`src/rtl/bfsa_pkg.sv`:
```
// Shared types and codes for the best-fit segment allocator.
// No dependencies; used by bfsa_ram and best_fit_segment_allocator.
`default_nettype none
package bfsa_pkg;

  typedef enum logic [1:0] {
    OP_ALLOC   = 2'd0,
    OP_RELEASE = 2'd1,
    OP_REINIT  = 2'd2,
    OP_NONE    = 2'd3
  } op_t;

  typedef enum logic [1:0] {
    ST_OK        = 2'd0,
    ST_NO_FIT    = 2'd1,
    ST_TABLE_FUL = 2'd2,
    ST_NOT_ALLOC = 2'd3
  } status_t;

  // one segment table entry: header offset, payload size, free flag
  typedef struct packed {
    logic [15:0] start;
    logic [15:0] size;
    logic        free;
  } seg_t;

  localparam logic [15:0] POOL_RESET = 16'd5000;

endpackage
`default_nettype wire

```
`src/rtl/bfsa_ram.sv`:
```
// Segment table storage: one write port, one read port, registered read data.
// Depends on bfsa_pkg for the entry type.
`default_nettype none
module bfsa_ram
  import bfsa_pkg::*;
#(
  parameter int DEPTH = 64,
  parameter int IW    = 6
) (
  input  wire logic          clk,
  input  wire logic          we,
  input  wire logic [IW-1:0] waddr,
  input  wire seg_t          wdata,
  input  wire logic [IW-1:0] raddr,
  output seg_t               rdata
);

  seg_t mem [DEPTH];

  always_ff @(posedge clk) begin
    if (we) begin
      mem[waddr] <= wdata;
    end
    rdata <= mem[raddr];
  end

endmodule
`default_nettype wire

```
`src/rtl/best_fit_segment_allocator.sv`:
```
// Best-fit segment allocator top level: control sequencer, result register, APB register.
// Depends on bfsa_pkg and bfsa_ram.
//
// The segment table lives in one synchronous RAM that is streamed one entry per
// cycle. An allocate scans the table, then moves up the entries behind the chosen
// segment and writes the new free entry when it splits; an exact fit ends at the
// matching entry. A release scans up to the matching entry, reads the free run
// behind it, then moves the remaining entries down one per cycle. Reinitialize
// and the unused op go straight to the result state. After reset the boot state
// writes entry zero before the first item is taken. pool_bytes is used only at
// reset and on reinitialize.
`default_nettype none
module best_fit_segment_allocator
  import bfsa_pkg::*;
#(
  parameter int MAX_SEGMENTS = 64,
  parameter int HEADER_BYTES = 16
) (
  input  wire logic        clk,
  input  wire logic        rst_n,
  input  wire logic        in_valid,
  output logic             in_stall,
  input  wire logic [1:0]  in_op,
  input  wire logic [15:0] in_request_bytes,
  input  wire logic [15:0] in_release_address,
  output logic             out_valid,
  input  wire logic        out_stall,
  output logic [1:0]       out_status,
  output logic [15:0]      out_payload_address,
  input  wire logic        cfg_psel,
  input  wire logic        cfg_penable,
  input  wire logic        cfg_pwrite,
  input  wire logic [2:0]  cfg_paddr,
  input  wire logic [31:0] cfg_pwdata,
  output logic [31:0]      cfg_prdata,
  output logic             cfg_pready
);

  localparam int IW = (MAX_SEGMENTS > 1) ? $clog2(MAX_SEGMENTS) : 1;
  localparam int CW = $clog2(MAX_SEGMENTS + 1);
  localparam logic [15:0] HDR = 16'(HEADER_BYTES);
  localparam logic [CW-1:0] MAXC = CW'(MAX_SEGMENTS);

  typedef enum logic [9:0] {
    S_BOOT   = 10'b0000000001,
    S_IDLE   = 10'b0000000010,
    S_ASCAN  = 10'b0000000100,
    S_ASHIFT = 10'b0000001000,
    S_ANEW   = 10'b0000010000,
    S_AFIN   = 10'b0000100000,
    S_RSCAN  = 10'b0001000000,
    S_RMERGE = 10'b0010000000,
    S_RSHIFT = 10'b0100000000,
    S_OUT    = 10'b1000000000
  } state_t;

  state_t        state_r, state_nxt;
  logic [CW-1:0] ptr_r, ptr_nxt;
  logic [CW-1:0] count_r, count_nxt;
  logic [CW-1:0] n_r, n_nxt;
  logic [IW-1:0] best_r, best_nxt;
  logic          found_r, found_nxt;
  logic [15:0]   best_sz_r, best_sz_nxt;
  logic [15:0]   best_st_r, best_st_nxt;
  logic [15:0]   new_st_r, new_st_nxt;
  logic [15:0]   new_sz_r, new_sz_nxt;
  logic [15:0]   req_r, req_nxt;
  logic [15:0]   rel_r, rel_nxt;
  logic [15:0]   acc_r, acc_nxt;
  status_t       res_st_r, res_st_nxt;
  logic [15:0]   res_addr_r, res_addr_nxt;
  logic          out_valid_r;
  logic [1:0]    out_status_r;
  logic [15:0]   out_addr_r;
  logic [15:0]   pool_r;
  logic          rel_path_r;

  logic          rd_vld_r;
  logic [IW-1:0] rd_idx_r;
  state_t        rd_st_r;

  logic          issue;
  logic [IW-1:0] raddr;
  logic          we;
  logic [IW-1:0] waddr;
  seg_t          wdata;
  seg_t          e;

  logic          accept, cons, last, load_out;
  logic [CW-1:0] ci;

  bfsa_ram #(.DEPTH(MAX_SEGMENTS), .IW(IW)) u_ram (
    .clk  (clk),
    .we   (we),
    .waddr(waddr),
    .wdata(wdata),
    .raddr(raddr),
    .rdata(e)
  );

  assign in_stall = (state_r != S_IDLE);
  assign accept   = in_valid && !in_stall;
  // read data belongs to the phase that issued it; stale reads are dropped
  assign cons     = rd_vld_r && (rd_st_r == state_r);
  assign ci       = CW'(rd_idx_r);
  assign last     = (ci == count_r - CW'(1));
  assign load_out = (state_r == S_OUT) && (!out_valid_r || !out_stall);

  always_comb begin
    logic          f;
    logic [IW-1:0] b;
    logic [15:0]   bsz, bst;
    logic [16:0]   need;
    state_nxt    = state_r;
    ptr_nxt      = ptr_r;
    count_nxt    = count_r;
    n_nxt        = n_r;
    best_nxt     = best_r;
    found_nxt    = found_r;
    best_sz_nxt  = best_sz_r;
    best_st_nxt  = best_st_r;
    new_st_nxt   = new_st_r;
    new_sz_nxt   = new_sz_r;
    req_nxt      = req_r;
    rel_nxt      = rel_r;
    acc_nxt      = acc_r;
    res_st_nxt   = res_st_r;
    res_addr_nxt = res_addr_r;
    issue        = 1'b0;
    raddr        = ptr_r[IW-1:0];
    we           = 1'b0;
    waddr        = '0;
    wdata        = '0;
    f            = found_r;
    b            = best_r;
    bsz          = best_sz_r;
    bst          = best_st_r;
    need         = {1'b0, HDR} + {1'b0, req_r};
    case (state_r)
      S_BOOT: begin
        we        = 1'b1;
        waddr     = '0;
        wdata     = '{start: 16'd0, size: (pool_r > HDR) ? pool_r - HDR : 16'd0, free: 1'b1};
        count_nxt = CW'(1);
        state_nxt = S_IDLE;
      end
      S_IDLE: begin
        if (accept) begin
          req_nxt      = in_request_bytes;
          rel_nxt      = in_release_address;
          ptr_nxt      = '0;
          found_nxt    = 1'b0;
          res_st_nxt   = ST_OK;
          res_addr_nxt = '0;
          case (op_t'(in_op))
            OP_ALLOC:   state_nxt = S_ASCAN;
            OP_RELEASE: state_nxt = S_RSCAN;
            OP_REINIT: begin
              we        = 1'b1;
              waddr     = '0;
              wdata     = '{start: 16'd0, size: (pool_r > HDR) ? pool_r - HDR : 16'd0,
                            free: 1'b1};
              count_nxt = CW'(1);
              state_nxt = S_OUT;
            end
            default:    state_nxt = S_OUT;
          endcase
        end
      end
      S_ASCAN: begin
        issue = (ptr_r < count_r);
        if (issue) ptr_nxt = ptr_r + CW'(1);
        if (cons) begin
          if (e.free && e.size == req_r) begin
            we           = 1'b1;
            waddr        = rd_idx_r;
            wdata        = '{start: e.start, size: e.size, free: 1'b0};
            res_addr_nxt = e.start + HDR;
            state_nxt    = S_OUT;
          end else begin
            if (e.free && e.size > req_r && (!found_r || e.size < best_sz_r)) begin
              f   = 1'b1;
              b   = rd_idx_r;
              bsz = e.size;
              bst = e.start;
            end
            found_nxt   = f;
            best_nxt    = b;
            best_sz_nxt = bsz;
            best_st_nxt = bst;
            if (last) begin
              new_st_nxt = 16'({2'b00, bst} + {2'b00, HDR} + {2'b00, req_r});
              new_sz_nxt = bsz - HDR - req_r;
              if (!f) begin
                res_st_nxt = ST_NO_FIT;
                state_nxt  = S_OUT;
              end else if ({1'b0, bsz} > need) begin
                if (count_r >= MAXC) begin
                  res_st_nxt = ST_TABLE_FUL;
                  state_nxt  = S_OUT;
                end else begin
                  best_sz_nxt = req_r;
                  ptr_nxt     = count_r - CW'(1);
                  state_nxt   = (count_r - CW'(1) == CW'(b)) ? S_ANEW : S_ASHIFT;
                end
              end else begin
                state_nxt = S_AFIN;
              end
            end
          end
        end
      end
      S_ASHIFT: begin
        // move entries best+1 .. count-1 up by one, top first
        issue = (ptr_r > CW'(best_r));
        if (issue) ptr_nxt = ptr_r - CW'(1);
        if (cons) begin
          we    = 1'b1;
          waddr = IW'(ci + CW'(1));
          wdata = e;
          if (ci == CW'(best_r) + CW'(1)) state_nxt = S_ANEW;
        end
      end
      S_ANEW: begin
        we        = 1'b1;
        waddr     = IW'(CW'(best_r) + CW'(1));
        wdata     = '{start: new_st_r, size: new_sz_r, free: 1'b1};
        count_nxt = count_r + CW'(1);
        state_nxt = S_AFIN;
      end
      S_AFIN: begin
        we           = 1'b1;
        waddr        = best_r;
        wdata        = '{start: best_st_r, size: best_sz_r, free: 1'b0};
        res_addr_nxt = best_st_r + HDR;
        state_nxt    = S_OUT;
      end
      S_RSCAN: begin
        issue = (ptr_r < count_r);
        if (issue) ptr_nxt = ptr_r + CW'(1);
        if (cons) begin
          if (!e.free && ({1'b0, e.start} + {1'b0, HDR}) == {1'b0, rel_r}) begin
            best_nxt    = rd_idx_r;
            best_st_nxt = e.start;
            acc_nxt     = e.size;
            n_nxt       = '0;
            ptr_nxt     = ci + CW'(1);
            state_nxt   = last ? S_AFIN : S_RMERGE;
          end else if (last) begin
            res_st_nxt = ST_NOT_ALLOC;
            state_nxt  = S_OUT;
          end
        end
      end
      S_RMERGE: begin
        // absorb the run of free entries behind the released one
        issue = (ptr_r < count_r);
        if (issue) ptr_nxt = ptr_r + CW'(1);
        if (cons) begin
          if (e.free) begin
            acc_nxt = acc_r + HDR + e.size;
            n_nxt   = n_r + CW'(1);
            if (last) state_nxt = S_AFIN;
          end else if (n_r == '0) begin
            state_nxt = S_AFIN;
          end else begin
            ptr_nxt   = ci;
            state_nxt = S_RSHIFT;
          end
        end
      end
      S_RSHIFT: begin
        issue = (ptr_r < count_r);
        if (issue) ptr_nxt = ptr_r + CW'(1);
        if (cons) begin
          we    = 1'b1;
          waddr = IW'(ci - n_r);
          wdata = e;
          if (last) state_nxt = S_AFIN;
        end
      end
      S_OUT: begin
        if (load_out) state_nxt = S_IDLE;
      end
      default: state_nxt = S_BOOT;
    endcase
    // the release path finishes through S_AFIN with a free, merged entry
    if (state_r == S_AFIN && rel_path_r) begin
      wdata        = '{start: best_st_r, size: acc_r, free: 1'b1};
      res_addr_nxt = '0;
      count_nxt    = count_r - n_r;
    end
  end

  always_ff @(posedge clk) begin
    if (!rst_n) begin
      state_r     <= S_BOOT;
      count_r     <= CW'(1);
      rd_vld_r    <= 1'b0;
      rd_st_r     <= S_BOOT;
      out_valid_r <= 1'b0;
      pool_r      <= POOL_RESET;
      rel_path_r  <= 1'b0;
    end else begin
      state_r  <= state_nxt;
      count_r  <= count_nxt;
      rd_vld_r <= issue;
      rd_st_r  <= state_r;
      if (accept) rel_path_r <= (op_t'(in_op) == OP_RELEASE);
      if (load_out) begin
        out_valid_r <= 1'b1;
      end else if (!out_stall) begin
        out_valid_r <= 1'b0;
      end
      if (cfg_psel && cfg_penable && cfg_pwrite && cfg_pready && !cfg_paddr[2]) begin
        pool_r <= cfg_pwdata[15:0];
      end
    end
  end

  always_ff @(posedge clk) begin
    ptr_r      <= ptr_nxt;
    n_r        <= n_nxt;
    best_r     <= best_nxt;
    found_r    <= found_nxt;
    best_sz_r  <= best_sz_nxt;
    best_st_r  <= best_st_nxt;
    new_st_r   <= new_st_nxt;
    new_sz_r   <= new_sz_nxt;
    req_r      <= req_nxt;
    rel_r      <= rel_nxt;
    acc_r      <= acc_nxt;
    res_st_r   <= res_st_nxt;
    res_addr_r <= res_addr_nxt;
    rd_idx_r   <= raddr;
    if (load_out) begin
      out_status_r <= res_st_r;
      out_addr_r   <= res_addr_r;
    end
  end

  assign out_valid           = out_valid_r;
  assign out_status          = out_status_r;
  assign out_payload_address = out_addr_r;
  assign cfg_pready          = 1'b1;
  assign cfg_prdata          = cfg_paddr[2] ? 32'd0 : {16'd0, pool_r};

  a_count_range: assert property (@(posedge clk) disable iff (!rst_n)
    (state_r != S_BOOT) |-> (count_r >= CW'(1) && count_r <= MAXC))
    else $error("segment count out of range");

  a_reinit_count: assert property (@(posedge clk) disable iff (!rst_n)
    (accept && in_op == OP_REINIT) |=> (count_r == CW'(1)))
    else $error("reinitialize did not reset the segment count");

  a_out_from_seq: assert property (@(posedge clk) disable iff (!rst_n)
    $rose(out_valid_r) |-> $past(state_r == S_OUT))
    else $error("result raised outside the result state");

endmodule
`default_nettype wire

```
`config.mk`:
```
export PLATFORM = sky130hd
export DESIGN_NAME = best_fit_segment_allocator
export DESIGN_NICKNAME = d
export VERILOG_FILES = /design/src/rtl/bfsa_pkg.sv /design/src/rtl/bfsa_ram.sv /design/src/rtl/best_fit_segment_allocator.sv
export SDC_FILE = /design/constraint.sdc
export NUM_CORES = 2
export LEC_CHECK = 0
export BUFFER_PORTS_ARGS = -buffer_cell sky130_fd_sc_hd__buf_4
export CAP_MARGIN = 20
export CORE_ASPECT_RATIO = 1.2
export CORE_MARGIN = 3
export CORE_UTILIZATION = 55
export DETAILED_ROUTE_END_ITERATION = 10
export GPL_ROUTABILITY_DRIVEN = 0
export PLACE_DENSITY = 0.74
export SLEW_MARGIN = 20
export SYNTH_ARGS = -nofsm -noshare
export SYNTH_HDL_FRONTEND = slang
export SYNTH_SLANG_ARGS = --single-unit
```
`constraint.sdc`:
```
create_clock -name clk -period 5.75 [get_ports clk]
set_clock_uncertainty 0.15 [all_clocks]
set_input_delay 1.15 -clock clk [delete_from_list [all_inputs] [get_ports clk]]
set_output_delay 1.15 -clock clk [all_outputs]
set_load 0.02 [all_outputs]
```
==> results.sh <==
export IMPL_final_cell_count_no_fill=7656
export IMPL_post_place_cells=7269
export IMPL_dpl_worst_slack_ns=0.1130
export IMPL_hold_path_class="reg2reg"
export IMPL_muxShareOfSynthArea_pct=16.44
export IMPL_hold_depth=0
export IMPL_final_hold_viol_count=0
export IMPL_path_clk_slew_ns=0.07
export IMPL_routed_wl_per_cell_um=30.58
export IMPL_synth_compound_area_share_pct=2.727
export IMPL_fin_util_pct=62.39
export IMPL_core_area_mm2=0.1753
export IMPL_ys_dominant_reg_cell="edfxtp_1"
export IMPL_type_of_the_worst_setup_path="reg2reg"
export IMPL_dieWidth_um=389.9
export IMPL_clock_sink_count=2366
export IMPL_drc_errors=0
export IMPL_final_antenna_net_count=0
export IMPL_finalWorstSetupSlack_ns=0.1795
export IMPL_power_per_cell_area_mw_per_mm2=365.7
export IMPL_initial_core_util_pct=55.48
export IMPL_nets=5439
export IMPL_logic_depth_of_the_worst_register_to_register_path=22
export IMPL_largest_family_of_logic_cells_by_synthesized_area="multiplexers"
export IMPL_globalRoute_totalOverflow=0
export IMPL_ctsHoldBuffers=0
export IMPL_synth_cell_area_mm2=0.09726
export IMPL_power_ir_vdd_worst_mv=0.2862
export IMPL_cp_common_cell="a21oi_1"
export IMPL_status="completed"
export IMPL_min_period_ns=5.571
export IMPL_cts_path_max_buffers=3
export IMPL_top_level_ports=129
export IMPL_final_min_period_over_clock_period_pct=96.88
export IMPL_worst_path_stages=22
export IMPL_cells_traversed_along_the_worst_timing_path="inv_1 > ha_1 > a211oi_1 > o21ai_0 > a21oi_1 > o311ai_0 > buf_4 > a21oi_4 > buf_12 > nor2_1 > a21oi_1 > ha_1 > and3b_1 > o211ai_1 > a41oi_1 > o211ai_1 > buf_4 > o41ai_2 > o211ai_2 > a21oi_1 > nor2_1 > a2111o_1"
export IMPL_timing_max_slew_rel_slack_pct=27.37
export IMPL_worstPathArrival_ns=6.00
export IMPL_finalSetupViolCount=0
export IMPL_floorplan_die_area_mm2=0.1819
export IMPL_crit_path_max_fanout=24
export IMPL_setup_total_negative_slack_ns=0
export IMPL_grt_antenna_before_repair=16
export IMPL_yosys_cell_types_count=91
export IMPL_worst_pin_slew_ns=1.086
export IMPL_synth_fa_ha_area_share_pct=2.280
export IMPL_rows=168
export IMPL_grt_pass1_vias=51136
export IMPL_cts_tree="done"
export IMPL_cts_htree_levels=4
export IMPL_drt_first_iter_violations=5849
export IMPL_synth_simple_gate_area_share_pct=3.601
export IMPL_finalWirelength_um=234100
export IMPL_detailed_routing_iteration_count_for_the_pre_antenna_repair_pass=9
export IMPL_synth_xor_xnor_area_share_pct=1.312
export IMPL_cp_slowest_cell="edfxtp_1"
export IMPL_timing_critical_path_buf_inv=4
export IMPL_critical_path_startpoint_type="flop"
export IMPL_worst_ep_required_time_ns=6.18
export IMPL_clock_root_buffer="clkbuf_16"
export IMPL_grt_pass1_wl_um=346400
export IMPL_portBuffers=93
export IMPL_clock_insertion_delay_worst_skew_ns=0.85
export IMPL_async_reset_ff_share_pct=0
export IMPL_grt_use_total_pct=26.08
export IMPL_place_hpwl_um=134500
export IMPL_synthesis_instances=4922
export IMPL_cap_viol_max_count=0
export IMPL_critical_path_endpoint_type="flop"
export IMPL_detailroute_via_count=50076
export IMPL_post_synth_cell_area_avg_um2=19.76
export IMPL_detail_route_vias_per_cell=6.541
export IMPL_ys_seq_elements=2366
export IMPL_grt_max_degree=112
export IMPL_die_y_um=466.7
export IMPL_maxSlewViolCount=0
export IMPL_fmaxAchievable_mhz=179.5
export IMPL_tritoncts_num_buffers=209
export IMPL_area_growth_pct=12.46
export IMPL_p_leak_nw=34.01
export IMPL_synth_seq_area_share_pct=72.01
export IMPL_multiInputGateArea_mm2=0.02650
export IMPL_layout_drive_gt1_share_pct=26.82
export IMPL_slowest_delay_ns=0.39
export IMPL_ff_latch_area_mm2=0.07004
export IMPL_crit_family="compound AO/OA/AOI/OAI gates"
export IMPL_filler_cell_count=11602
export IMPL_synth_edff_count=2265
export IMPL_synth_warnings=0
## placed cells by master, fill, tap and decap left out, types with 89 or more instances in the layout
| master | instances |
|---|---|
| a21oi_1 | 99 |
| buf_4 | 259 |
| clkbuf_16 | 214 |
| dfxtp_1 | 101 |
| edfxtp_1 | 2265 |
| ha_1 | 166 |
| inv_1 | 118 |
| mux4_2 | 693 |
| nand2_1 | 202 |
| nor2_1 | 163 |
| xnor2_1 | 89 |
## flip-flops by register name (all words and copies together), names as in the netlist, 2 cells and up
signal               count
out_payload_address     16
n_r                      7
new_st_r                16
u_ram.rdata             33
best_r                   6
best_sz_r               16
u_ram.mem             2112
count_r                  7
best_st_r               16
req_r                   16
rel_r                   16
new_sz_r                16
out_status               2
res_st_r                 2
state_r                 10
pool_r                  16
acc_r                   16
res_addr_r              16
rd_st_r                 10
rd_idx_r                 6
ptr_r                    7
## cells in the mapped netlist (23+ instances only)
cell type	count	share of area [%]
clkbuf_1	163	0.63
a22oi_1	34	0.26
nand2_1	210	0.81
o21ai_0	96	0.49
xnor2_1	89	0.80
buf_1	31	0.12
nand4_1	25	0.16
a21o_1	23	0.18
mux4_2	693	16
mux2_2	24	0.28
nor2_1	229	0.88
dfxtp_1	101	2.1
nand3_1	46	0.24
xor2_1	49	0.44
a21oi_1	99	0.51
nor2b_1	43	0.28
edfxtp_1	2265	70
buf_2	43	0.22
ha_1	166	2.1
inv_1	119	0.46
nor3_1	38	0.20
## through the flow
| step | hold slack, ns | power [mW] | area [um^2] |
|---|---|---|---|
| final | 0.2792 | 39.99 | 109400 |
| after global routing | 0.2908 | 41.27 | 109400 |
| after CTS | 0.2623 | 40.10 | 109200 |
| after detailed placement | 0.2647 | 26.45 | 102500 |
| after global placement | 0.2655 | 26.26 | 102500 |
| after floorplan | 0.2503 | 24.43 | 97320 |
## report_power, final
group,internal [mW],switching [mW]
registers,20.1,0.249
logic,2.22,3.64
clock network,7.63,6.17
## cell families after synthesis
family	count (synthesis)
adder cells (fa/ha/maj)	173
AO/OA/AOI/OAI	405
other	2
XOR/XNOR	141
flip-flops	2366
AND/OR/NAND/NOR	726
buffers and inverters	381
multiplexers	728
## path summary, 6_finish.rpt
kind / startpoint / endpoint / slack [ns]
worst max-delay path: best_sz_r[2]$_DFFE_PP_ / ptr_r[3]$_DFFE_PP_ / 0.18
worst min register to register: res_st_r[1]$_DFFE_PP_ / out_status[1]$_DFFE_PP_ / 0.28
worst max register to register: best_sz_r[2]$_DFFE_PP_ / ptr_r[3]$_DFFE_PP_ / 0.18
worst min-delay path: res_st_r[1]$_DFFE_PP_ / out_status[1]$_DFFE_PP_ / 0.28
## repair_timing
item | in CTS | in global routing
buffers inserted | 0 | 5
gates resized for setup | 0 | 5
setup endpoints to repair | 0 | 17
hold endpoints to repair | 0 | 0
## final cells by class
class	instances	area share, %
Sequential cell	2366	64.03
Multi-Input combinational cell	2190	24.23
Clock buffer	261	5.085
Tap cell	2295	2.625
Timing Repair Buffer	304	2.593
Clock inverter	118	1.023
Inverter	119	0.4084
Antenna cell	3	0.006864
## routing by layer
layer	up-vias	routed length, um	GRT usage (%)
li1	20645	-	-
met1	26192	85580	34.34
met2	2729	119700	44.04
met3	506	19400	4.035
met4	4	9455	10.71
met5	-	26	0
Note: power is estimated with default switching activity, not from simulation.
